### config.mk
export PLATFORM = sky130hd
export DESIGN_NAME = sgb_vlane
export DESIGN_NICKNAME = d
export VERILOG_FILES = /design/src/design/sgb_pkg.sv /design/src/design/sgb_vlane.sv
export SDC_FILE = /design/constraint.sdc
export NUM_CORES = 1
export LEC_CHECK = 0
export BUFFER_PORTS_ARGS = -buffer_cell sky130_fd_sc_hd__buf_2
export CAP_MARGIN = 20
export CORE_ASPECT_RATIO = 0.5
export CORE_UTILIZATION = 34
export CTS_BUF_LIST = sky130_fd_sc_hd__clkbuf_2 sky130_fd_sc_hd__clkbuf_4 sky130_fd_sc_hd__clkbuf_8
export DETAILED_ROUTE_END_ITERATION = 7
export PLACE_DENSITY_LB_ADDON = 0.12
export SLEW_MARGIN = 20
export SYNTH_ARGS = -nofsm -noshare
export SYNTH_HDL_FRONTEND = slang
export SYNTH_SLANG_ARGS = --single-unit
### constraint.sdc
create_clock -name clk -period 10.6 [get_ports clk]
set_input_delay 2.12 -clock clk [delete_from_list [all_inputs] [get_ports clk]]
set_output_delay 2.12 -clock clk [all_outputs]
set_load 0.01 [all_outputs]
### src/design/sgb_pkg.sv
package sgb_pkg;

	localparam int PIX_W  = 8;
	localparam int NUM_CH = 3;
	localparam int PX_W   = PIX_W * NUM_CH;
	localparam int DIM_W  = 12;
	localparam int SUM_W  = 12;
	localparam int RCP_W  = 17;
	localparam int RCP_SH = 18;
	localparam int PROD_W = SUM_W + RCP_W;
	localparam int CNT_W  = 14;

	// Which outer taps of the 1-2-4-2-1 kernel fall inside the frame
	typedef struct packed {
		logic lo2;
		logic lo1;
		logic hi1;
		logic hi2;
	} tap_mask_t;

	// Control that follows one item down the pipeline
	typedef struct packed {
		logic hb_vld;
		logic prod;
		logic row_end;
		logic frame_end;
	} item_ctl_t;

	typedef logic [4:0][PIX_W-1:0] taps_t;

	// Weighted sum of the taps that are inside the frame; tap 2 is the center
	function automatic logic [SUM_W-1:0] tap_sum(input taps_t t, input tap_mask_t m);
		logic [SUM_W-1:0] s;
		s = SUM_W'(t[2]) << 2;
		if (m.lo2) s = s + SUM_W'(t[0]);
		if (m.lo1) s = s + (SUM_W'(t[1]) << 1);
		if (m.hi1) s = s + (SUM_W'(t[3]) << 1);
		if (m.hi2) s = s + SUM_W'(t[4]);
		return s;
	endfunction

	// ceil(2^18 / weight sum) for every weight sum a contiguous window can give
	function automatic logic [RCP_W-1:0] recip(input tap_mask_t m);
		logic [3:0] d;
		logic [RCP_W-1:0] r;
		d = 4'd4 + {2'b00, m.lo1, 1'b0} + {2'b00, m.hi1, 1'b0}
			+ {3'b000, m.lo2} + {3'b000, m.hi2};
		case (d)
			4'd4:    r = RCP_W'(65536);
			4'd5:    r = RCP_W'(52429);
			4'd6:    r = RCP_W'(43691);
			4'd7:    r = RCP_W'(37450);
			4'd8:    r = RCP_W'(32768);
			4'd9:    r = RCP_W'(29128);
			4'd10:   r = RCP_W'(26215);
			default: r = RCP_W'(65536);
		endcase
		return r;
	endfunction

endpackage

### src/design/sgb_vlane.sv
module sgb_vlane
	import sgb_pkg::*;
(
	input  logic             clk,
	input  logic             en,
	input  taps_t            taps,
	input  tap_mask_t        mask,
	output logic [PIX_W-1:0] res
);

	logic [PROD_W-1:0] prod;
	logic [PIX_W-1:0]  res_q;

	// Column sum and divide, straight into the output register
	assign prod = PROD_W'(tap_sum(taps, mask)) * PROD_W'(recip(mask));

	always_ff @(posedge clk) begin
		if (en) res_q <= prod[RCP_SH +: PIX_W];
	end

	assign res = res_q;

endmodule

; Word-level counts from Yosys, hierarchy flattened
; Index checks and enable logic that the tools add are counted.
[classes]
add_sub_neg = 8
mul = 1
eq_ne = 6
n_mux = 5
[op_table]
columns = cell, n
row1 = $pmux 17 s6, 1
row2 = $mux 12, 4
row3 = $mul 12x17->26, 1
row4 = $add 12x9->12, 2
row5 = $add 12x8->12, 1
row6 = $eq 4x3->1 const B, 3
row7 = $eq 4x4->1 const B, 3
row8 = $add 10x8->11, 1
row9 = $add 4x1->4, 2
row10 = $add 3x2->4 const A, 1
row11 = $add 4x2->4, 1
[word_totals]
regBits = 8
in_bits = 46
output_inout_bits = 8
wordCells = 21

; Depth between registers and ports, before layout
; Gate-level depths: netlist of run 1.
[logic_depth]
depth_word = 9
depth_mapped = 44
mapped_depth_nobuf = 43

; Worst setup path before layout of run 1
; OpenSTA, ideal clock, no wires.
[synth_path]
path_type = input -> register
from = in taps[2] (netlist bit)
to = reg res_q[6] (netlist: res[6]), data pin
setup_time_ps = 262
t_arrival_ps = 11087
t_required_ps = 10338
path_slack_ps = -749
stages = 39
n_path_buf = 0
path_cell_list = ha_1 -> fa_1 -> mux2_2 -> ha_1 -> nor2b_1 -> o31a_1 -> a211oi_1 -> a21o_1 -> ha_1 -> o21a_1 -> o31a_1 -> o21a_1 -> nor2_1 -> xnor2_1 -> mux2_2 -> ha_1 -> o21ai_0 -> a211oi_1 -> [3 not listed] -> fa_1 -> inv_1 -> fa_1 -> fa_1 -> fa_1 -> fa_1 -> inv_1 -> ha_1 -> a41oi_1 -> o21ai_0 -> a21oi_1 -> nor2b_1 -> o311a_1 -> o21a_1 -> o21ai_0 -> nor2b_1 -> o21bai_1 -> xor2_1
[synth_via]
elab_chain_len = 9
[synth_rtl]
columns = element, line_no
row1 = "start, declared", sgb_vlane.sv:6  ; input taps_t taps,
row2 = $add 10x8->11 (*), sgb_pkg.sv:35  ; if (m.lo2) s = s + SUM_W'(t[0]);
row3 = $mux 12 (*), sgb_pkg.sv:35
row4 = $add 12x9->12, sgb_pkg.sv:36  ; if (m.lo1) s = s + (SUM_W'(t[1]) << 1);
row5 = $mux 12 (*), sgb_pkg.sv:36
row6 = $add 12x9->12, sgb_pkg.sv:37  ; if (m.hi1) s = s + (SUM_W'(t[3]) << 1);
row7 = $mux 12 (*), sgb_pkg.sv:37
row8 = $add 12x8->12, sgb_pkg.sv:38  ; if (m.hi2) s = s + SUM_W'(t[4]);
row9 = $mux 12 (*), sgb_pkg.sv:38
row10 = $mul 12x17->26 (*), sgb_vlane.sv:15  ; assign prod = PROD_W'(tap_sum(taps, mask)) * PROD_W'(recip(mask));
row11 = named net prod[24], sgb_vlane.sv:11  ; logic [PROD_W-1:0] prod;
row12 = "end signal, assigned", sgb_vlane.sv:18  ; if (en) res_q <= prod[RCP_SH +: PIX_W];
row13 = "end, declared", sgb_vlane.sv:12  ; logic [PIX_W-1:0] res_q;
; Mark *: on every way through the listed nets, which the timed path passes. The rest lies on a longest branch.
; A chain may end at the register's enable or synchronous reset.

; Final worst setup path of run 1
[layout_path]
from = in taps[16] (netlist bit)
to = reg res_q[6] (netlist: res[6]), data pin
[layout_via]
elab_chain_len = 9
[layout_rtl]
columns = element, line_no
row1 = $add 10x8->11, sgb_pkg.sv:35
row2 = $mux 12 (*), sgb_pkg.sv:35
row3 = $add 12x9->12, sgb_pkg.sv:36
row4 = $mux 12 (*), sgb_pkg.sv:36
row5 = $add 12x9->12, sgb_pkg.sv:37
row6 = $mux 12 (*), sgb_pkg.sv:37
row7 = $add 12x8->12, sgb_pkg.sv:38
row8 = $mux 12 (*), sgb_pkg.sv:38
row9 = $mul 12x17->26 (*), sgb_vlane.sv:15
row10 = named net prod[24], sgb_vlane.sv:11
; Marked as above.

==> flow_metrics.py, run 1 <==
metrics = {
    "drt": {
        "antenna_left": 0,
        "drcViolationCount": 0,
        "drtPass1Iterations": 5,
        "vias": 6672,
        "via_per_inst": 4.71,
        "drt_iter0_drc": 263,
        "drt-total-wl_mm": 21.8,
        "wl_per_cell_um": 15.4,
    },
    "clocking": {
        "cts-root-buf": "clkbuf_8",
        "clock_tree.buffer_depth": 2,
        "htree_levels": 1,
        "clk_pin_slew_worst_paths_ns": 0.04,
        "cts_sinks": 8,
        "cts_made_buffers": 3,
        "holdBufCountCts": 0,
        "cts_tree": "yes",
    },
    "yosys": {
        "synth_edf_count": 8,
        "ys_seq_elements": 8,
        "yosysTopAreaCell": "fa_1",
        "syn-num-nets": 1194,
        "synth_top_area_share_pct": 36.3,
        "synth_flop_cell": "edfxtp_1",
        "netlist_area_um2": 7720,
        "avgSynthCellArea_um2": 8.44,
        "yosys.cell_types.count": 66,
        "synthTopCellsByArea": "fa_1 36%, ha_1 15%, inv_1 9.5%, nor2_1 4.8%, nand2_1 3.6%",
        "syn_inst": 915,
        "async_flop_share_pct": 0,
        "yosysSeqAreaShare_pct": 3.11,
        "yosysWarnings": 0,
    },
    "sta": {
        "rsz0062_at_grt": "yes",
        "fin_ws_ns": -0.274,
        "worst_slew_pin_slew_ns": 0.758,
        "hold_ws_ns": 2.25,
        "min_period_over_period_pct": 103,
        "setup_viol": 4,
        "relSlewSlack_pct": 49.0,
        "finalHoldViolCount": 0,
        "fin_crit_ns": 10.87,
        "drv_slew": 0,
        "timing.fmax_mhz": 92.0,
    },
    "layout": {
        "drive_gt1_share_pct": 30.1,
        "nets": 1397,
        "diodes": 0,
        "area_delta_synth_final_pct": 32.8,
        "largest_reg_flops": 8,
    },
    "global_route": {
        "grt_start_max_net_pins": 20,
        "grt_pass1_wl_mm": 36.9,
        "antenna_found_initial": 0,
        "grt_pass1_vias": 7244,
        "grtUsageTotal_pct": 20.0,
        "grt.overflow.total": 0,
    },
    "critical_path": {
        "worstSetupPathType": "input port to flop",
        "crit_slowest_cell": "fa_2",
        "critPathRequiredTime_ns": 10.57,
        "crit_path_end_kind": "flop",
        "max_stage_delay_ns": 0.58,
        "arrival_ns": 10.85,
        "setup.worst_path.start_class": "input port",
        "cp_max_fo": 5,
        "cpMostUsedCell": "fa_2",
    },
    "placed_design": {
        "io_buffers": 53,
        "gp_congestion": 0.967,
        "place_hpwl_mm": 18.5,
    },
    "die": {
        "start_util_pct": 35.2,
        "coreArea_um2": 22000,
        "dieArea_um2": 23400,
        "floorplan.die.height_um": 109,
        "boundaryPins": 54,
        "die_x_um": 215,
        "placementRows": 38,
    },
    "status": {
        "outcome": "finished with violations",
        "violations": "negative setup slack",
    },
    "job": {
        "max_cap_viol_count": 0,
    },
    "hold_path": {
        "hold_class": "input port to flop",
    },
}
==> layer usage <==
metal | track usage, % | share of wire [%] | vias up | routed length [um]
met5 | 0 | 0 | - | 0
met4 | 1.47 | 0.58 | 0 | 126
met3 | 2.25 | 4.1 | 10 | 902
met2 | 34.8 | 46 | 113 | 9970
met1 | 28.0 | 50 | 3250 | 10800
li1 | - | - | 3299 | -
==> Yosys cell counts, types with 7 or more instances <==
cell,instances
a21oi_1,28
a211oi_1,12
and2_1,19
o21ai_0,32
inv_1,195
nor2_1,99
o21a_1,14
mux2_2,7
nand2b_1,20
clkbuf_1,24
a21o_1,13
edfxtp_1,8
ha_1,93
xnor2_1,20
nor2b_1,15
xor2_1,10
fa_1,140
nand2_1,75
==> cells in the final DEF (no fill, tap or decap), types with 5 or more instances in the layout <==
master | synthesis | routed
a211oi_1 | 12 | 6
a211oi_2 | 1 | 6
a21o_1 | 13 | 13
a21oi_1 | 28 | 16
a21oi_2 | 0 | 10
and2_1 | 19 | 19
buf_2 | 0 | 49
buf_4 | 0 | 161
buf_6 | 0 | 12
edfxtp_1 | 8 | 8
fa_1 | 140 | 133
fa_2 | 0 | 7
ha_1 | 93 | 73
ha_4 | 0 | 18
inv_1 | 195 | 191
nand2_1 | 75 | 75
nand2b_1 | 20 | 19
nand3_1 | 5 | 5
nor2_1 | 99 | 88
nor2_2 | 0 | 6
nor2_4 | 0 | 5
nor2b_1 | 15 | 12
nor3_1 | 5 | 5
o21a_1 | 14 | 14
o21ai_0 | 32 | 25
o21ai_2 | 0 | 6
or2_2 | 5 | 5
xnor2_1 | 20 | 19
xor2_1 | 10 | 9
==> metrics by stage <==
stage / setup TNS [ns] / cell area [um^2] / setup WS, ns / utilization, % / instances
5_1_grt: -3.08 / 10300 / -0.657 / 46.7 / 1416
6_report: -0.914 / 10300 / -0.274 / 46.7 / 1416
3_5_place_dp: -5.74 / 9570 / -0.993 / 43.6 / 1396
4_1_cts: -0.694 / 10100 / -0.256 / 45.8 / 1411
3_3_place_gp: -4.19 / 9570 / -0.778 / 43.6 / 1396
2_1_floorplan: -0.470 / 7880 / -0.233 / - / 915
==> repair_timing <==
action                                  CTS  global route
endpoints found under the setup margin    8             8
setup buffers                            16             6
resized for setup                        66            38
pin swaps                                58            18
==> cell type report <==
cell class | instances | area [um^2]
Clock buffer | 3 | 41.3
Multi-Input combinational cell | 686 | 7260
Sequential cell | 8 | 240
Inverter | 196 | 736
Tap cell | 300 | 375
Fill cell | 2189 | 11700
Timing Repair Buffer | 223 | 1600
==> final timing paths <==
| path | startpoint | end | slack, ns | depth (start not counted) |
|---|---|---|---|---|
| worst max-delay path | taps[16] | res[6] | -0.27 | 41 |
| worst min-delay path | en | res[4] | 2.25 | 1 |
==> critical path, delay by kind of cell <==
family / cells / cell delay, ns
AOI/OAI and AO/OA: 16 / 2.86
xor gates and xnor gates: 2 / 0.31
and+or+nand+nor: 8 / 1.15
adders and majority gates: 10 / 3.85
buffers and inverters: 5 / 0.53
==> cells by family (layout without fill, tap and decap cells) <==
group / Yosys count / count (layout) / share of synthesized area, %
xor gates and xnor gates: 32 / 32 / 3.92
adders and majority gates: 233 / 233 / 51.4
and+or+nand+nor: 263 / 263 / 16.2
DFF: 8 / 8 / 3.11
buffers and inverters: 221 / 422 / 10.7
muxes: 11 / 11 / 1.54
AOI/OAI and AO/OA: 147 / 147 / 13.1
Power of run 1 is left out: the tool's default activity adds up to more than one toggle a clock period on the data nets, which glitch-free logic cannot reach.
==> run 2, diff against run 1 <==
- clock period: 10.6 -> 13.5 ns (I/O delays scaled with it)
==> run 2 against run 1 <==
  * The flow now finishes without violations
  * Core utilization fell by 8.4 points
  * Sequential cell count unchanged
  * Sequential share of layout area grew 0.52 points
  * Final area is 18% lower
  * Largest cell class unchanged
==> flow_metrics.py, run 2 (synthesized netlist as in run 1, its figures left out) <==
metrics = {
    "layout": {
        "largest_reg_flops": 8,
        "area_delta_synth_final_pct": 8.81,
        "drive_gt1_share_pct": 9.92,
        "final_util_pct": 38.3,
        "most-common-layout-cells": "195 x inv_1, 140 x fa_1, 98 x nor2_1",
        "layout_commonest_cell": "inv_1",
        "diodes": 0,
        "nets": 1239,
    },
    "sta": {
        "fin_ws_ns": 0.917,
        "fin_crit_ns": 12.58,
        "setup_viol": 0,
        "min_period_over_period_pct": 93.2,
        "worst_slew_pin_slew_ns": 0.950,
        "drv_slew": 0,
        "fin_tns_setup_ns": 0,
        "rsz0062_at_grt": "no",
        "relSlewSlack_pct": 36.1,
        "finalHoldViolCount": 0,
        "timing.fmax_mhz": 79.5,
    },
    "placed_design": {
        "dp_slack_ns": 0.656,
        "gp_congestion": 0.866,
        "io_buffers": 53,
        "place_hpwl_mm": 17.2,
    },
    "clocking": {
        "cts_tree": "yes",
        "cts_setup_buffers": 0,
        "cts_resized": 0,
        "cts-root-buf": "clkbuf_8",
        "cts_sinks": 8,
        "holdBufCountCts": 0,
        "htree_levels": 1,
        "clk_pin_slew_worst_paths_ns": 0.04,
        "cts_made_buffers": 3,
        "clock_tree.buffer_depth": 2,
    },
    "die": {
        "die_x_um": 215,
        "floorplan.die.height_um": 109,
        "boundaryPins": 54,
        "start_util_pct": 35.2,
        "coreArea_um2": 22000,
        "placementRows": 38,
        "dieArea_um2": 23400,
    },
    "critical_path": {
        "setup.worst_path.start_class": "input port",
        "cp_max_fo": 5,
        "worstSetupPathType": "input port to flop",
        "max_stage_delay_ns": 0.56,
        "arrival_ns": 12.56,
        "critPathRequiredTime_ns": 13.48,
        "crit_slowest_cell": "fa_1",
        "crit_path_end_kind": "flop",
        "cpMostUsedCell": "fa_1",
    },
    "hold_path": {
        "hold_path_end": "res[1]",
        "hold_class": "input port to flop",
        "hold_depth": 1,
        "worst_hold_startpoint": "en",
    },
    "job": {
        "max_cap_viol_count": 0,
    },
    "global_route": {
        "use_met2_pct": 30.8,
        "grt.overflow.total": 0,
        "antenna_found_initial": 0,
        "use_met1_pct": 24.9,
        "grtUsageTotal_pct": 18.1,
        "grt_pass1_vias": 6444,
        "grtUsageMet3_pct": 2.45,
        "grt_pass1_wl_mm": 33.1,
        "gr-max-usage-layer": "met2",
        "grt_start_max_net_pins": 20,
    },
    "drt": {
        "via_per_inst": 4.90,
        "drtPass1Iterations": 4,
        "drcViolationCount": 0,
        "drt-total-wl_mm": 19.9,
        "antenna_left": 0,
        "wl_per_cell_um": 15.8,
        "vias": 6163,
        "drt_iter0_drc": 383,
    },
    "status": {
        "outcome": "finished clean",
    },
}
==> run 2: changes by cell type in the layout (fill, tap and decap cells not counted), moves of 10 or more <==
cell and delta:
a21oi_1 +12, a21oi_2 -10, buf_4 -149, buf_6 -12
ha_1 +20, ha_4 -18, nor2_1 +10
==> run 2: worst max-delay path by stage <==
stage,start,end,slack (ns)
finish,taps[2],res[6],0.92
global route,taps[3],res[7],0.23
CTS,taps[2],res[6],0.86
detailed placement,taps[2],res[6],0.66
global placement,taps[2],res[6],0.77
floorplan,taps[2],res[6],1.57
==> run 2: final cells by class <==
class	count	area, um^2
fillers	2306	13600
multi-input cells	686	6660
inverters	196	736
well taps	300	375
repair buffers	65	355
flip-flops and latches	8	240
clock buffers	3	41.3
==> run 2: stage by stage <==
stage,std cells,hold WS [ns],area [um^2]
floorplan,915,2.81,7720
global placement,1255,3.06,8360
detailed placement,1255,3.06,8360
CTS,1258,2.82,8400
global route,1258,2.83,8400
finish,1258,2.83,8400
==> run 2: layer usage <==
metal | vias to the layer above | wire length [um] | share of wire (%)
li1 | 2997 | - | -
met1 | 3009 | 9790 | 49
met2 | 139 | 8750 | 44
met3 | 18 | 944 | 4.8
met4 | 0 | 382 | 1.9
met5 | - | 0 | 0
==> run 2: worst max-delay path: cells and delay by family <==
kind                     cells  cell delay [ns]
XOR/XNOR                     4             0.68
multiplexers                 1             0.28
adder cells (fa/ha/maj)     11             4.53
AND/OR/NAND/NOR              5             0.98
buffers and inverters        3             0.20
AO/OA/AOI/OAI               17             3.18
Power of run 2 is left out for the same reason.
==> run 3, diff against run 2 <==
- CTS_CLUSTER_DIAMETER: default -> 100
- clock period: 13.5 -> 11.1 ns (I/O delays scaled with it)
==> run 3 against run 2 <==
  * Sequential share of layout area is 0.53 points lower
  * Sequential cell count stayed put
  * Final area is 23% higher
  * Via count is 9.6% higher
  * Critical path type unchanged
  * Critical endpoint unchanged
==> flow_metrics.py, run 3 (synthesized netlist as in run 1, its figures left out) <==
metrics = {
    "status": {
        "outcome": "finished clean",
    },
    "critical_path": {
        "cp_max_fo": 5,
        "arrival_ns": 11.06,
        "crit_path_end_kind": "flop",
        "critPathRequiredTime_ns": 11.07,
        "worstSetupPathType": "input port to flop",
        "cpMostUsedCell": "buf_4",
        "crit_slowest_cell": "fa_1",
        "max_stage_delay_ns": 0.54,
        "setup.worst_path.start_class": "input port",
    },
    "clocking": {
        "htree_levels": 1,
        "clk_pin_slew_worst_paths_ns": 0.04,
        "cts_made_buffers": 3,
        "cts_tree": "yes",
        "cts-root-buf": "clkbuf_8",
        "clock_tree.buffer_depth": 2,
        "holdBufCountCts": 0,
        "cts_sinks": 8,
    },
    "sta": {
        "min_period_over_period_pct": 99.9,
        "drv_slew": 0,
        "fin_crit_ns": 11.09,
        "rsz0062_at_grt": "yes",
        "relSlewSlack_pct": 27.0,
        "worst_slew_pin_slew_ns": 1.09,
        "finalHoldViolCount": 0,
        "setup_viol": 0,
        "timing.fmax_mhz": 90.2,
    },
    "hold_path": {
        "hold_class": "input port to flop",
        "hold_depth": 1,
        "worst_hold_startpoint": "en",
        "hold_path_end": "res[7]",
    },
    "layout": {
        "largest_reg_flops": 8,
        "fillers": 2182,
        "multi_input_area_um2": 7320,
        "layout.cells.non_filler": 1414,
        "ff_latch_area_um2": 240,
        "layout_commonest_cell": "inv_1",
        "area_delta_synth_final_pct": 33.6,
        "most-common-layout-cells": "192 x inv_1, 160 x buf_4, 132 x fa_1",
        "drive_gt1_share_pct": 30.6,
        "diodes": 0,
        "nets": 1395,
    },
    "die": {
        "die_x_um": 215,
        "floorplan.die.height_um": 109,
        "dieArea_um2": 23400,
        "boundaryPins": 54,
        "placementRows": 38,
        "start_util_pct": 35.2,
        "coreArea_um2": 22000,
    },
    "drt": {
        "wl_per_cell_um": 15.7,
        "vias": 6754,
        "drt-total-wl_mm": 22.2,
        "antenna_left": 0,
        "drtPass1Iterations": 5,
        "via_per_inst": 4.78,
        "drcViolationCount": 0,
        "drt_iter0_drc": 304,
    },
    "placed_design": {
        "io_buffers": 53,
        "dp_cells": 1377,
        "gp_congestion": 0.936,
        "place_hpwl_mm": 18.4,
    },
    "global_route": {
        "grt_pass1_vias": 7033,
        "grt.overflow.total": 0,
        "grt_start_max_net_pins": 20,
        "grtUsageTotal_pct": 19.5,
        "grt_pass1_wl_mm": 35.8,
        "antenna_found_initial": 0,
    },
    "job": {
        "max_cap_viol_count": 0,
    },
}
[run 3: changes by cell type in the layout (fill, tap and decap cells not counted), moves of 8 or more]
cell     before  now
ha_4          0   22
fa_1        140  132
buf_6         0    9
a21oi_2       0   11
nor2_1       98   89
buf_4        12  160
a21oi_1      28   15
fa_2          0    8
ha_1         93   69
[run 3: layer usage]
layer | vias up | part of all wire, % | track usage, %
met5 | - | 0 | 0
met1 | 3316 | 49 | 28.1
li1 | 3295 | - | -
met3 | 8 | 4.1 | 1.91
met4 | 0 | 0.84 | 1.62
met2 | 135 | 46 | 32.9
[run 3: metrics by stage]
| stage | setup TNS, ns | setup WS [ns] | cell area (um^2) | hold WS [ns] | util [%] |
|---|---|---|---|---|---|
| final | 0 | 0.00887 | 10300 | 2.36 | 47.0 |
| after global routing | -1.42 | -0.340 | 10300 | 2.36 | 47.0 |
| after CTS | -0.120 | -0.0752 | 9850 | 2.36 | 44.8 |
| after detailed placement | -4.32 | -0.853 | 9360 | 2.59 | 42.6 |
| after global placement | -4.40 | -0.841 | 9360 | 2.58 | 42.6 |
| after floorplan | 0 | 0.0123 | 7770 | 2.33 | - |
[run 3: layout make-up]
| class | count | share of cell area, % |
|---|---|---|
| clock buffers | 3 | 0.400 |
| inverters | 196 | 7.13 |
| flip-flops and latches | 8 | 2.33 |
| repair buffers | 221 | 15.5 |
| multi-input cells | 686 | 71.0 |
| well taps | 300 | 3.64 |
[run 3: timing repair]
item | 4_1_cts | 5_1_grt
gates resized for setup | 62 | 58
buffers inserted | 21 | 14
pin swaps | 63 | 76
endpoints found under the setup margin | 7 | 7
[run 3: worst max-delay path by stage]
| stage | startpoint | to | slack, ns |
|---|---|---|---|
| 6_report | taps[16] | res[6] | 0.009 |
| 5_1_grt | taps[3] | res[6] | -0.34 |
| 4_1_cts | taps[16] | res[6] | -0.08 |
| 3_5_place_dp | taps[2] | res[6] | -0.85 |
| 3_3_place_gp | taps[2] | res[6] | -0.84 |
| 2_1_floorplan | taps[2] | res[6] | 0.01 |
[run 3: critical path: cells and delay by family]
kind	cells	cell delay [ns]
fa+ha+maj	10	3.76
compound gates	14	2.53
buf+inv	10	1.14
simple gates	7	0.68
xor+xnor	2	0.41
mux	1	0.28
Power of run 3 is left out for the same reason.
