[config.mk]
export PLATFORM = sky130hd
export DESIGN_NAME = sgb_hlane
export DESIGN_NICKNAME = d
export VERILOG_FILES = /design/src/design/sgb_pkg.sv /design/src/design/sgb_hlane.sv
export SDC_FILE = /design/constraint.sdc
export NUM_CORES = 1
export LEC_CHECK = 0
export ABC_AREA = 0
export BUFFER_PORTS_ARGS = -buffer_cell sky130_fd_sc_hd__buf_2
export CAP_MARGIN = 20
export CORE_MARGIN = 3
export CORE_UTILIZATION = 25
export DETAILED_ROUTE_END_ITERATION = 6
export GPL_TIMING_DRIVEN = 0
export SYNTH_ARGS = -nofsm -noshare
export SYNTH_HDL_FRONTEND = slang
export SYNTH_SLANG_ARGS = --single-unit
[constraint.sdc]
create_clock -name clk -period 5 [get_ports clk]
set_clock_uncertainty 0.1 [all_clocks]
set_input_delay 0.25 -clock clk [delete_from_list [all_inputs] [get_ports clk]]
set_output_delay 0.25 -clock clk [all_outputs]
set_load 0.02 [all_outputs]
[src/design/sgb_pkg.sv]
package sgb_pkg;

	localparam int PIX_W  = 8;
	localparam int NUM_CH = 3;
	localparam int PX_W   = PIX_W * NUM_CH;
	localparam int DIM_W  = 12;
	localparam int SUM_W  = 12;
	localparam int RCP_W  = 17;
	localparam int RCP_SH = 18;
	localparam int PROD_W = SUM_W + RCP_W;
	localparam int CNT_W  = 14;

	// Which outer taps of the 1-2-4-2-1 kernel fall inside the frame
	typedef struct packed {
		logic lo2;
		logic lo1;
		logic hi1;
		logic hi2;
	} tap_mask_t;

	// Control that follows one item down the pipeline
	typedef struct packed {
		logic hb_vld;
		logic prod;
		logic row_end;
		logic frame_end;
	} item_ctl_t;

	typedef logic [4:0][PIX_W-1:0] taps_t;

	// Weighted sum of the taps that are inside the frame; tap 2 is the center
	function automatic logic [SUM_W-1:0] tap_sum(input taps_t t, input tap_mask_t m);
		logic [SUM_W-1:0] s;
		s = SUM_W'(t[2]) << 2;
		if (m.lo2) s = s + SUM_W'(t[0]);
		if (m.lo1) s = s + (SUM_W'(t[1]) << 1);
		if (m.hi1) s = s + (SUM_W'(t[3]) << 1);
		if (m.hi2) s = s + SUM_W'(t[4]);
		return s;
	endfunction

	// ceil(2^18 / weight sum) for every weight sum a contiguous window can give
	function automatic logic [RCP_W-1:0] recip(input tap_mask_t m);
		logic [3:0] d;
		logic [RCP_W-1:0] r;
		d = 4'd4 + {2'b00, m.lo1, 1'b0} + {2'b00, m.hi1, 1'b0}
			+ {3'b000, m.lo2} + {3'b000, m.hi2};
		case (d)
			4'd4:    r = RCP_W'(65536);
			4'd5:    r = RCP_W'(52429);
			4'd6:    r = RCP_W'(43691);
			4'd7:    r = RCP_W'(37450);
			4'd8:    r = RCP_W'(32768);
			4'd9:    r = RCP_W'(29128);
			4'd10:   r = RCP_W'(26215);
			default: r = RCP_W'(65536);
		endcase
		return r;
	endfunction

endpackage

[src/design/sgb_hlane.sv]
module sgb_hlane
	import sgb_pkg::*;
(
	input  logic             clk,
	input  logic             en,
	input  taps_t            taps,
	input  tap_mask_t        mask,
	output logic [PIX_W-1:0] hval
);

	logic [SUM_W-1:0]  sum_s1;
	logic [RCP_W-1:0]  rcp_s1;
	logic [PROD_W-1:0] prod;
	logic [PIX_W-1:0]  hval_s2;

	// Sum the row taps, then divide by the weight sum through its reciprocal
	always_ff @(posedge clk) begin
		if (en) begin
			sum_s1  <= tap_sum(taps, mask);
			rcp_s1  <= recip(mask);
			hval_s2 <= prod[RCP_SH +: PIX_W];
		end
	end

	assign prod = PROD_W'(sum_s1) * PROD_W'(rcp_s1);
	assign hval = hval_s2;

endmodule

After elaboration in Yosys (flattened, before gate mapping)

Index checks and enable logic that the tools add are counted.

Output and inout bits: 8
Logic and storage cells: 26
Bits in registers: 37
Bits of input ports: 46

Multiplexer cells: 8
Add/subtract/negate cells: 8
Equal/unequal tests: 6
Multiply operators: 1

Operators with widths:

| operator                                      | number |
|---|---|
| case mux 17 bit (6 select lines)              | 1 |
| 2-to-1 mux 12 bit                             | 6 |
| multiplier 12 x 17 -> 26 bit                  | 1 |
| adder 12 x 9 -> 12 bit                        | 2 |
| adder 12 x 8 -> 12 bit                        | 1 |
| == test 4 x 3 -> 1 bit, second input constant | 3 |
| == test 4 bit, second input constant          | 3 |
| adder 10 x 8 -> 11 bit                        | 1 |
| 2-to-1 mux 11 bit                             | 1 |
| adder 4 x 1 -> 4 bit                          | 2 |
| adder 3 x 2 -> 4 bit, first input constant    | 1 |
| adder 4 x 2 -> 4 bit                          | 1 |

Longest topological paths before layout

Gate-level depths: netlist of run 1.

Depth in word-level cells: 11
Depth in mapped cells: 22
Mapped depth without buffers: 22

Worst setup path before layout of run 1

No wires, ideal clock.

Path kind: reg-to-reg
Start point: reg sum_s1[3]
End point: reg hval_s2[6] (netlist: hval[6]), data pin
Cell stages (with the launch flop): 18
Arrival: 4.676 ns
Period minus slack after synthesis: 5.037 ns
Library setup time: 0.260 ns
Path slack: -0.037 ns
Path through: edfxtp_1 clkbuf_1 nand2_1 fa_1 fa_1 fa_1 inv_1 fa_1 fa_1 ha_1 a211oi_1 o211ai_1 o21ai_0 a21oi_1 o2111ai_1 a21oi_1 nor3b_1 xnor2_1

Cells in the longest elaborated chain, start to end: 1

Ends and longest elaborated chain:

| what                         | line            | text |
|---|---|---|
| start: declaration           | sgb_hlane.sv:11 | `logic [SUM_W-1:0] sum_s1;` |
| start signal: assignment     | sgb_hlane.sv:19 | `sum_s1 <= tap_sum(taps, mask);` |
| multiplier 12 x 17 -> 26 bit | sgb_hlane.sv:25 | `assign prod = PROD_W'(sum_s1) * PROD_W'(rcp_s1);` |
| named net prod[24]           | sgb_hlane.sv:13 | `logic [PROD_W-1:0] prod;` |
| end signal: assignment       | sgb_hlane.sv:21 | `hval_s2 <= prod[RCP_SH +: PIX_W];` |
| end: declaration             | sgb_hlane.sv:14 | `logic [PIX_W-1:0] hval_s2;` |

The timed path passes the listed nets, and every way through them passes these cells.
A chain may end at the register's enable or synchronous reset.

Worst setup path in the final report of run 1

Start point: reg sum_s1[5]
End point: reg hval_s2[6] (netlist: hval[6]), data pin

The elaborated chain is that of the path after synthesis.

==> impl_metrics.env, run 1 <==
export IMPL_syn_to_final_growth_pct=20.81
export IMPL_drive_above_1_share=0.1964
export IMPL_slowest_delay_ps=540
export IMPL_dieArea_um2=36230
export IMPL_ant_nets=0
export IMPL_clk_path_buf_depth=2
export IMPL_start_util=0.2572
export IMPL_io_pins=54
export IMPL_drtIter0Drc=263
export IMPL_synthArstFlopShare=0
export IMPL_clk_pin_slew_ps=60
export IMPL_seqCellArea_um2=1021
export IMPL_first_pass_iters=5
export IMPL_design_area_um2=10260
export IMPL_grt_max_degree=35
export IMPL_dpl_hpwl_mm=17.04
export IMPL_fmax_ghz=0.1884
export IMPL_grt_pass1_vias=6952
export IMPL_gp_congestion=0.9216
export IMPL_finalNetCount=1291
export IMPL_cts_sinks=34
export IMPL_fin_crit_sh=1.062
export IMPL_final_cell_mix="inv_1, fa_1, and2_1, nand2_1, ha_1"
export IMPL_rows=66
export IMPL_dpl_cell_area_um2=9316
export IMPL_cts_tree="done"
export IMPL_r2r_cells=18
export IMPL_crit_buf_inv=3
export IMPL_crit_path_end_kind="flop"
export IMPL_post_drt_wl_per_cell_um=14.21
export IMPL_synthDistinctLibCells=56
export IMPL_diodes=0
export IMPL_timing_rr_end="hval[6]$_DFFE_PP_"
export IMPL_setup_worst_path_end="hval[6]$_DFFE_PP_"
export IMPL_die_x_um=190.3
export IMPL_num_fill_cells=3432
export IMPL_r2r_slack_ps=-310
export IMPL_cp_depth=18
export IMPL_post_route_min_period_ps=5308
export IMPL_grt_usage=0.1188
export IMPL_core_area_um2=33030
export IMPL_cpMaxStageDelayCell="fa_1"
export IMPL_drv_slew=0
export IMPL_regToRegStartpoint="sum_s1[5]$_DFFE_PP_"
export IMPL_numCtsBuffers=5
export IMPL_outcome="finished with violations"
export IMPL_synth_edf_count=34
export IMPL_synth_seq_cells=34
export IMPL_grt_pass1_wl_mm=35.02
export IMPL_cp_top_family="adder cells"
export IMPL_violations="setup timing"
export IMPL_worst_pin_slew_ps=785.8
export IMPL_syn_avg_cell_area_um2=9.243
export IMPL_die_height_um=190.3
export IMPL_remaining_drc_errors=0
export IMPL_layout_commonest_cell="inv_1"
export IMPL_yosys_most_used_dff="edfxtp_1"
export IMPL_antenna_found_initial=0
export IMPL_hold_class="primary input to flop"
export IMPL_viasPerCell=4.516
export IMPL_crit_required_ps=4940
export IMPL_yosysSeqAreaShare=0.1202
export IMPL_critPathMostFrequentCell="fa_1"
export IMPL_rsz0062_at_grt="true"
export IMPL_critPathKind="flop to flop"
export IMPL_synth_top_area_cell="fa_1"
export IMPL_cp_arrival_ps=5250
export IMPL_clk_latency_ps=290
export IMPL_synth_area_leaders="fa_1, ha_1, edfxtp_1"
export IMPL_slew_headroom=0.4761
export IMPL_cap_violations=0
export IMPL_syn_inst=919
export IMPL_setup_viol=6
export IMPL_crit_path_max_fanout=7
export IMPL_grt_overflow_total=0
export IMPL_layout_setup_ws_ps=-308.0
export IMPL_synth_fp_nets=1198
export IMPL_wl_mm=20.67
export IMPL_port_buffers=52
export IMPL_root_buffer="clkbuf_16"
export IMPL_critPathLaunch="sum_s1[5]$_DFFE_PP_"
export IMPL_yosysTopAreaCellShare=0.3299
export IMPL_multi_input_area_um2=7042
export IMPL_synthesis_area_um2=8494
export IMPL_critPathLaunchType="flop"
export IMPL_htreeDepth=2
export IMPL_cp_cell_sequence="buf_8 -> nand2_4 -> fa_1 -> fa_1 -> fa_1 -> inv_1 -> fa_1 -> fa_1 -> ha_1 -> a211oi_2 -> o211ai_1 -> o21ai_2 -> a21oi_4 -> o2111ai_4 -> a21oi_4 -> buf_4 -> nor3b_2 -> xnor2_1"
export IMPL_finalHoldViolations=0
export IMPL_vias=6571
export IMPL_ys_warn_count=0
-- worst register-to-register path, delay by kind of cell (launching register included) --
| kind | cells | cell delay (ps) |
|---|---|---|
| DFF | 1 | 490 |
| xor gates and xnor gates | 1 | 80 |
| adders and majority gates | 6 | 2720 |
| AOI/OAI and AO/OA | 6 | 1040 |
| and+or+nand+nor | 2 | 220 |
| buffers and inverters | 3 | 380 |
-- layout make-up --
type / count / area share
Multi-Input combinational cell: 684 / 0.6862
Sequential cell: 34 / 0.09949
Inverter: 166 / 0.06072
Timing Repair Buffer: 89 / 0.05426
Tap cell: 442 / 0.05389
Buffer: 32 / 0.02658
Clock buffer: 5 / 0.01219
Clock inverter: 3 / 0.006706
-- registers in the layout, indices dropped and copies added (netlist names) --
register  cells
sum_s1       12
hval          8
rcp_s1       14
-- cell families (layout without fill, tap and decap cells) --
group,count (synthesis),in the layout,share of synthesized area
mux,16,16,0.02106
simple gates,269,269,0.1629
compound gates,129,129,0.1018
xor+xnor,37,37,0.03815
buf+inv,201,295,0.08897
flops,34,34,0.1202
fa+ha+maj,233,233,0.4669
-- routing by layer --
layer	global-route usage	routed length [µm]	share of wire	vias up
li1	-	-	-	3131
met1	0.1505	8942	0.43	3249
met2	0.2134	10230	0.49	154
met3	0.01434	863	0.042	37
met4	0.03274	641	0.031	0
met5	0	0	0	-
-- worst min-delay path by stage --
stage / start / to / slack (ps) / cells after the start
5_1_grt: taps[32] / sum_s1[0]$_DFFE_PP_ / 340 / 3
2_1_floorplan: en / hval[0]$_DFFE_PP_ / 260 / 0
3_5_place_dp: hval[6]$_DFFE_PP_ / hval[6] / 590 / 1
4_1_cts: taps[32] / sum_s1[0]$_DFFE_PP_ / 330 / 3
6_report: taps[32] / sum_s1[0]$_DFFE_PP_ / 320 / 3
3_3_place_gp: hval[6]$_DFFE_PP_ / hval[6] / 600 / 1
-- repair_timing --
action	4_1_cts	5_1_grt
setup buffers	23	14
setup endpoints to repair	9	11
pin swaps	12	26
endpoints found under the hold margin	0	0
resized for setup	82	59
hold buffers	0	0
-- cells in the mapped netlist, drive strengths merged (3+ instances only) --
master and instances:
a2111oi 4, a211oi 9, a21o 14, a21oi 29, and2 99, and3 3, clkbuf 33, edfxtp 34
fa 140, ha 93, inv 166, mux2 15, nand2 93, nand2b 6, nand3 7, nor2 31
nor2b 4, nor3 10, o21a 12, o21ai 30, o22ai 3, o31a 3, o31ai 6, or3 3
xnor2 27, xor2 10
-- per-stage QoR --
step           instances  worst slack (ps)  hold WS, ps  utilization  setup TNS [ps]
2_1_floorplan        919             14.64        262.5            -               0
4_1_cts             1443            -298.0        330.2       0.3012           -1301
6_report            1455            -308.0        324.3       0.3107           -1385
3_3_place_gp        1413             -1003        598.7       0.2820           -6962
3_5_place_dp        1413             -1030        593.5       0.2820           -7095
5_1_grt             1455            -447.1        344.6       0.3107           -2638
Power of run 1 is not shown: default switching activity piles up to over one toggle a cycle in this logic, so the estimate is an artifact.
==> inputs of run 2 (changes only) <==
CORE_ASPECT_RATIO = 2   (was unset)
PLACE_DENSITY = 0.45   (was unset)
==> run 2 against run 1 <==
The flow still finishes with violations (setup timing). Final cell count fell by 0.48%. Maximum frequency grew 0.12%. Non-clock buffer count increased by 4. Clock-buffer cell count stayed put. First-iteration DRC count shrank 43%. Register-to-register slack hardly changed. Die area grew 0.37%. Wire length rose by 20%. Global-route usage grew 2.1 points. Worst setup slack better by 6.6 ps.
==> impl_metrics.env, run 2 (synthesized netlist as in run 1, its figures left out) <==
export IMPL_grt_usage=0.1403
export IMPL_die_x_um=136.3
export IMPL_rows=94
export IMPL_fmax_ghz=0.1886
export IMPL_rsz0062_at_grt="true"
export IMPL_r2r_slack_ps=-300
export IMPL_clk_path_buf_depth=2
export IMPL_dpl_cell_area_um2=9304
export IMPL_crit_path_end_kind="flop"
export IMPL_numCtsBuffers=5
export IMPL_fin_crit_sh=1.060
export IMPL_finalNetCount=1295
export IMPL_syn_to_final_growth_pct=22.98
export IMPL_cts_sinks=34
export IMPL_diodes=0
export IMPL_start_util=0.2561
export IMPL_holdPathStages=3
export IMPL_remaining_drc_errors=0
export IMPL_grt_overflow_total=0
export IMPL_worstHoldEndpoint="sum_s1[0]$_DFFE_PP_"
export IMPL_regToRegStartpoint="rcp_s1[9]$_DFFE_PP_"
export IMPL_seqCellArea_um2=1021
export IMPL_vias=6592
export IMPL_finalHoldViolations=0
export IMPL_timing_rr_end="hval[7]$_DFFE_PP_"
export IMPL_num_fill_cells=3618
export IMPL_outcome="finished with violations"
export IMPL_drv_slew=0
export IMPL_first_pass_iters=4
export IMPL_post_drt_wl_per_cell_um=17.15
export IMPL_layout_commonest_cell="inv_1"
export IMPL_htreeDepth=2
export IMPL_hold_slack_ps=307.8
export IMPL_grt_pass1_vias=7368
export IMPL_drive_above_1_share=0.2165
export IMPL_viasPerCell=4.552
export IMPL_dp_cells=1403
export IMPL_critPathKind="flop to flop"
export IMPL_root_buffer="clkbuf_16"
export IMPL_clk_pin_slew_ps=50
export IMPL_grt_max_degree=35
export IMPL_largest_reg_flops=14
export IMPL_slew_headroom=0.4503
export IMPL_design_area_um2=10450
export IMPL_io_pins=54
export IMPL_setup_viol=7
export IMPL_cts_tree="done"
export IMPL_hold_class="primary input to flop"
export IMPL_crit_required_ps=5020
export IMPL_cts_hold_fix_buffers=0
export IMPL_cp_arrival_ps=5320
export IMPL_crit_path_max_fanout=3
export IMPL_layout_setup_ws_ps=-301.5
export IMPL_critPathMostFrequentCell="fa_1"
export IMPL_violations="setup timing"
export IMPL_gp_congestion=0.8870
export IMPL_r2r_cells=17
export IMPL_critPathLaunchType="flop"
export IMPL_worst_pin_slew_ps=818.2
export IMPL_worstHoldStart="taps[32]"
export IMPL_core_area_um2=33170
export IMPL_drtIter0Drc=149
export IMPL_top_register="rcp_s1"
export IMPL_post_route_min_period_ps=5301
export IMPL_ant_nets=0
export IMPL_final_cell_mix="inv_1, fa_1, and2_1, nand2_1, ha_1"
export IMPL_clk_latency_ps=290
export IMPL_dpl_hpwl_mm=21.51
export IMPL_cpMaxStageDelayCell="fa_1"
export IMPL_antenna_found_initial=0
export IMPL_dieArea_um2=36360
export IMPL_slowest_delay_ps=550
export IMPL_cap_violations=0
export IMPL_cp_cell_sequence="buf_4 -> and2_1 -> fa_2 -> fa_1 -> inv_1 -> fa_1 -> fa_1 -> inv_1 -> fa_1 -> ha_4 -> and3_4 -> nand2_2 -> a21oi_4 -> o2111ai_4 -> a21oi_4 -> and3b_1 -> a311oi_2"
export IMPL_wl_mm=24.84
export IMPL_fin_cells=1448
export IMPL_die_height_um=266.7
export IMPL_grt_pass1_wl_mm=38.67
export IMPL_port_buffers=52
export IMPL_multi_input_area_um2=7198
[run 2: through the flow]
step	TNS [ps]	worst slack [ps]	utilization
after floorplan	0	14.64	-
after global placement	-11870	-1521	0.2805
after detailed placement	-11980	-1477	0.2805
after CTS	-2170	-372.1	0.3032
after global routing	-2304	-413.0	0.3150
final	-1294	-301.5	0.3150
[run 2: worst max path at each step]
stage | startpoint | to
2_1_floorplan | rcp_s1[10]$_DFFE_PP_ | hval[6]$_DFFE_PP_
3_3_place_gp | rcp_s1[9]$_DFFE_PP_ | hval[7]$_DFFE_PP_
3_5_place_dp | rcp_s1[9]$_DFFE_PP_ | hval[7]$_DFFE_PP_
4_1_cts | rcp_s1[9]$_DFFE_PP_ | hval[7]$_DFFE_PP_
5_1_grt | sum_s1[3]$_DFFE_PP_ | hval[7]$_DFFE_PP_
6_report | rcp_s1[9]$_DFFE_PP_ | hval[7]$_DFFE_PP_
[run 2: worst max-delay path: cells and delay by family (launching register included)]
family,cells,cell delay [ps]
adder cells (fa/ha/maj),6,2790
flip-flops,1,430
buffers and inverters,3,280
AND/OR/NAND/NOR,4,720
AO/OA/AOI/OAI,4,780
[run 2: timing repair]
action / in CTS / in global routing
endpoints found under the setup margin: 10 / 11
resized for setup: 100 / 67
pin swaps: 36 / 39
endpoints found under the hold margin: 0 / 0
gates cloned: 0 / 1
setup buffers: 27 / 13
[run 2: layer usage]
metal / up-vias / part of all wire / global-route usage
li1: 3126 / - / -
met1: 3326 / 0.29 / 0.1145
met2: 90 / 0.64 / 0.3129
met3: 50 / 0.013 / 0.007922
met4: 0 / 0.050 / 0.06736
met5: - / 0 / 0
[run 2: area by class of cell]
type	count	area share
multi-input cells	684	0.6891
flip-flops and latches	34	0.09774
repair buffers	93	0.06025
inverters	166	0.05965
well taps	432	0.05174
plain buffers	32	0.02635
clock buffers	5	0.01198
clock inverters	2	0.003234
Power of run 2 is left out for the same reason.
==> inputs of run 3 (changes only) <==
ABC_AREA = 1   (was 0)
==> run 3 against run 2 <==
The flow still finishes with violations (setup timing). Worst setup slack gained 200 ps. Final cell count grew 18%. Synthesized area grew 4.2%. Flip-flop and latch count stayed put. Non-clock buffer count rose by 3. Core utilization fell by 0.051 points. Via count is 17% higher. Die area is 4.0% higher. Hold slack lost 4.1 ps. Sequential share of layout area decreased by 0.39 points. First-iteration DRC count grew 42%. Critical endpoint unchanged.
==> impl_metrics.env, run 3 <==
export IMPL_synthesis_area_um2=8847
export IMPL_cts_tree="done"
export IMPL_top_register="rcp_s1"
export IMPL_die_height_um=272.0
export IMPL_critPathLaunchType="flop"
export IMPL_syn_inst=1163
export IMPL_post_route_min_period_ps=5105
export IMPL_grt_util_met2=0.3748
export IMPL_remaining_drc_errors=0
export IMPL_antenna_found_initial=0
export IMPL_hold_class="primary input to flop"
export IMPL_start_util=0.2558
export IMPL_largest_reg_flops=14
export IMPL_cts_hold_fix_buffers=0
export IMPL_rows=96
export IMPL_cap_violations=0
export IMPL_grt_pass1_vias=8646
export IMPL_use_met1=0.1112
export IMPL_drtIter0Drc=212
export IMPL_io_pins=54
export IMPL_grt_overflow_total=0
export IMPL_layout_setup_ws_ps=-104.6
export IMPL_grt_busiest_layer="met2"
export IMPL_design_area_um2=10880
export IMPL_yosys_most_used_dff="edfxtp_1"
export IMPL_drive_above_1_share=0.1931
export IMPL_crit_required_ps=4950
export IMPL_grt_usage=0.1648
export IMPL_ant_nets=0
export IMPL_clk_pin_slew_ps=60
export IMPL_dieArea_um2=37820
export IMPL_diodes=0
export IMPL_final_cell_mix="inv_1, nand2_1, fa_1, ha_1, buf_2"
export IMPL_synth_most_common_cell="nand2_1"
export IMPL_numCtsBuffers=5
export IMPL_grt_util_met3=0.01072
export IMPL_critPathKind="flop to flop"
export IMPL_yosysSeqAreaShare=0.1154
export IMPL_gp_congestion=0.8808
export IMPL_clk_path_buf_depth=2
export IMPL_viasPerCell=4.519
export IMPL_htreeDepth=2
export IMPL_crit_path_max_fanout=5
export IMPL_r2r_slack_ps=-100
export IMPL_synthDistinctLibCells=36
export IMPL_synth_top_cells_by_count="nand2_1, inv_1, fa_1, ha_1, a21oi_1"
export IMPL_setup_viol=6
export IMPL_port_buffers=53
export IMPL_die_x_um=139.0
export IMPL_drv_slew=0
export IMPL_fmax_ghz=0.1959
export IMPL_dpl_hpwl_mm=26.99
export IMPL_grt_pass1_wl_mm=46.61
export IMPL_violations="setup timing"
export IMPL_crit_path_end_kind="flop"
export IMPL_post_route_util=0.3145
export IMPL_finalHoldViolations=0
export IMPL_synth_seq_cells=34
export IMPL_dpl_cell_area_um2=9664
export IMPL_clk_latency_ps=300
export IMPL_synth_top_area_cell="fa_1"
export IMPL_fin_crit_sh=1.021
export IMPL_first_pass_iters=4
export IMPL_synth_area_leaders="fa_1, nand2_1, inv_1"
export IMPL_finalNetCount=1547
export IMPL_syn_avg_cell_area_um2=7.607
export IMPL_synthArstFlopShare=0
export IMPL_synth_edf_count=34
export IMPL_vias=7727
export IMPL_cts_sinks=34
export IMPL_core_area_um2=34590
export IMPL_wl_mm=31.41
export IMPL_layout_commonest_cell="inv_1"
export IMPL_root_buffer="clkbuf_16"
export IMPL_place_worst_setup_slack_ps=-1011
export IMPL_cp_arrival_ps=5060
export IMPL_post_drt_wl_per_cell_um=18.37
export IMPL_yosysTopAreaCellShare=0.3168
export IMPL_ys_warn_count=0
export IMPL_syn_to_final_growth_pct=22.95
export IMPL_rsz0062_at_grt="true"
export IMPL_synth_fp_nets=1442
export IMPL_outcome="finished with violations"
export IMPL_slew_headroom=0.4488
export IMPL_grt_max_degree=35
export IMPL_worst_pin_slew_ps=826.8
## run 3: cells by family after synthesis
family | after synthesis | share of synthesized area
simple gates | 420 | 0.1957
fa+ha+maj | 233 | 0.4483
buf+inv | 345 | 0.1468
flops | 34 | 0.1154
compound gates | 102 | 0.06505
xor+xnor | 29 | 0.02871
## run 3: critical path, stage by stage, from the launching register on
cell and delay (ps):
edfxtp_1 550, buf_8 200, nand2_1 70, fa_1 490, inv_1 60, fa_2 520
inv_1 50, fa_2 480, fa_2 590, inv_2 40, fa_2 520, ha_4 350
nand2_4 70, nor3_4 160, nand4_1 200, nand3_4 190, a21oi_2 80, xor2_1 140
## run 3: per-stage QoR
stage / cells / setup TNS (ps) / hold WS (ps)
global placement: 1657 / -7398 / 595.6
CTS: 1688 / -750.1 / 303.7
detailed placement: 1657 / -7771 / 595.1
finish: 1710 / -459.4 / 303.7
global route: 1710 / -1312 / 325.7
floorplan: 1163 / 0 / 262.5
## run 3: routing by layer
layer / vias to the layer above / wire length [µm]
li1: 3697 / -
met1: 3729 / 8099
met2: 200 / 19620
met3: 101 / 634
met4: 0 / 3056
met5: - / 0
## run 3: repair_timing
| item | CTS | global route |
|---|---|---|
| setup buffers | 24 | 22 |
| pin swaps | 21 | 41 |
| gates resized for setup | 96 | 97 |
| gates cloned | 2 | 1 |
| setup endpoints to repair | 8 | 13 |
## run 3: final timing paths
| kind | depth (start not counted) | startpoint | to |
|---|---|---|---|
| hold / removal | 3 | taps[0] | sum_s1[0]$_DFFE_PP_ |
| hold reg to reg | 6 | sum_s1[0]$_DFFE_PP_ | hval[3]$_DFFE_PP_ |
| setup reg to reg | 17 | sum_s1[5]$_DFFE_PP_ | hval[7]$_DFFE_PP_ |
| setup / recovery | 17 | sum_s1[5]$_DFFE_PP_ | hval[7]$_DFFE_PP_ |
## run 3: layout make-up
class,count,area [µm²]
Fill cell,3742,23720
Multi-Input combinational cell,784,6982
Inverter,315,1187
Sequential cell,34,1021
Timing Repair Buffer,102,684.4
Tap cell,441,551.8
Buffer,26,257.7
Clock buffer,5,125.1
Clock inverter,3,68.82
Power of run 3 is left out for the same reason.
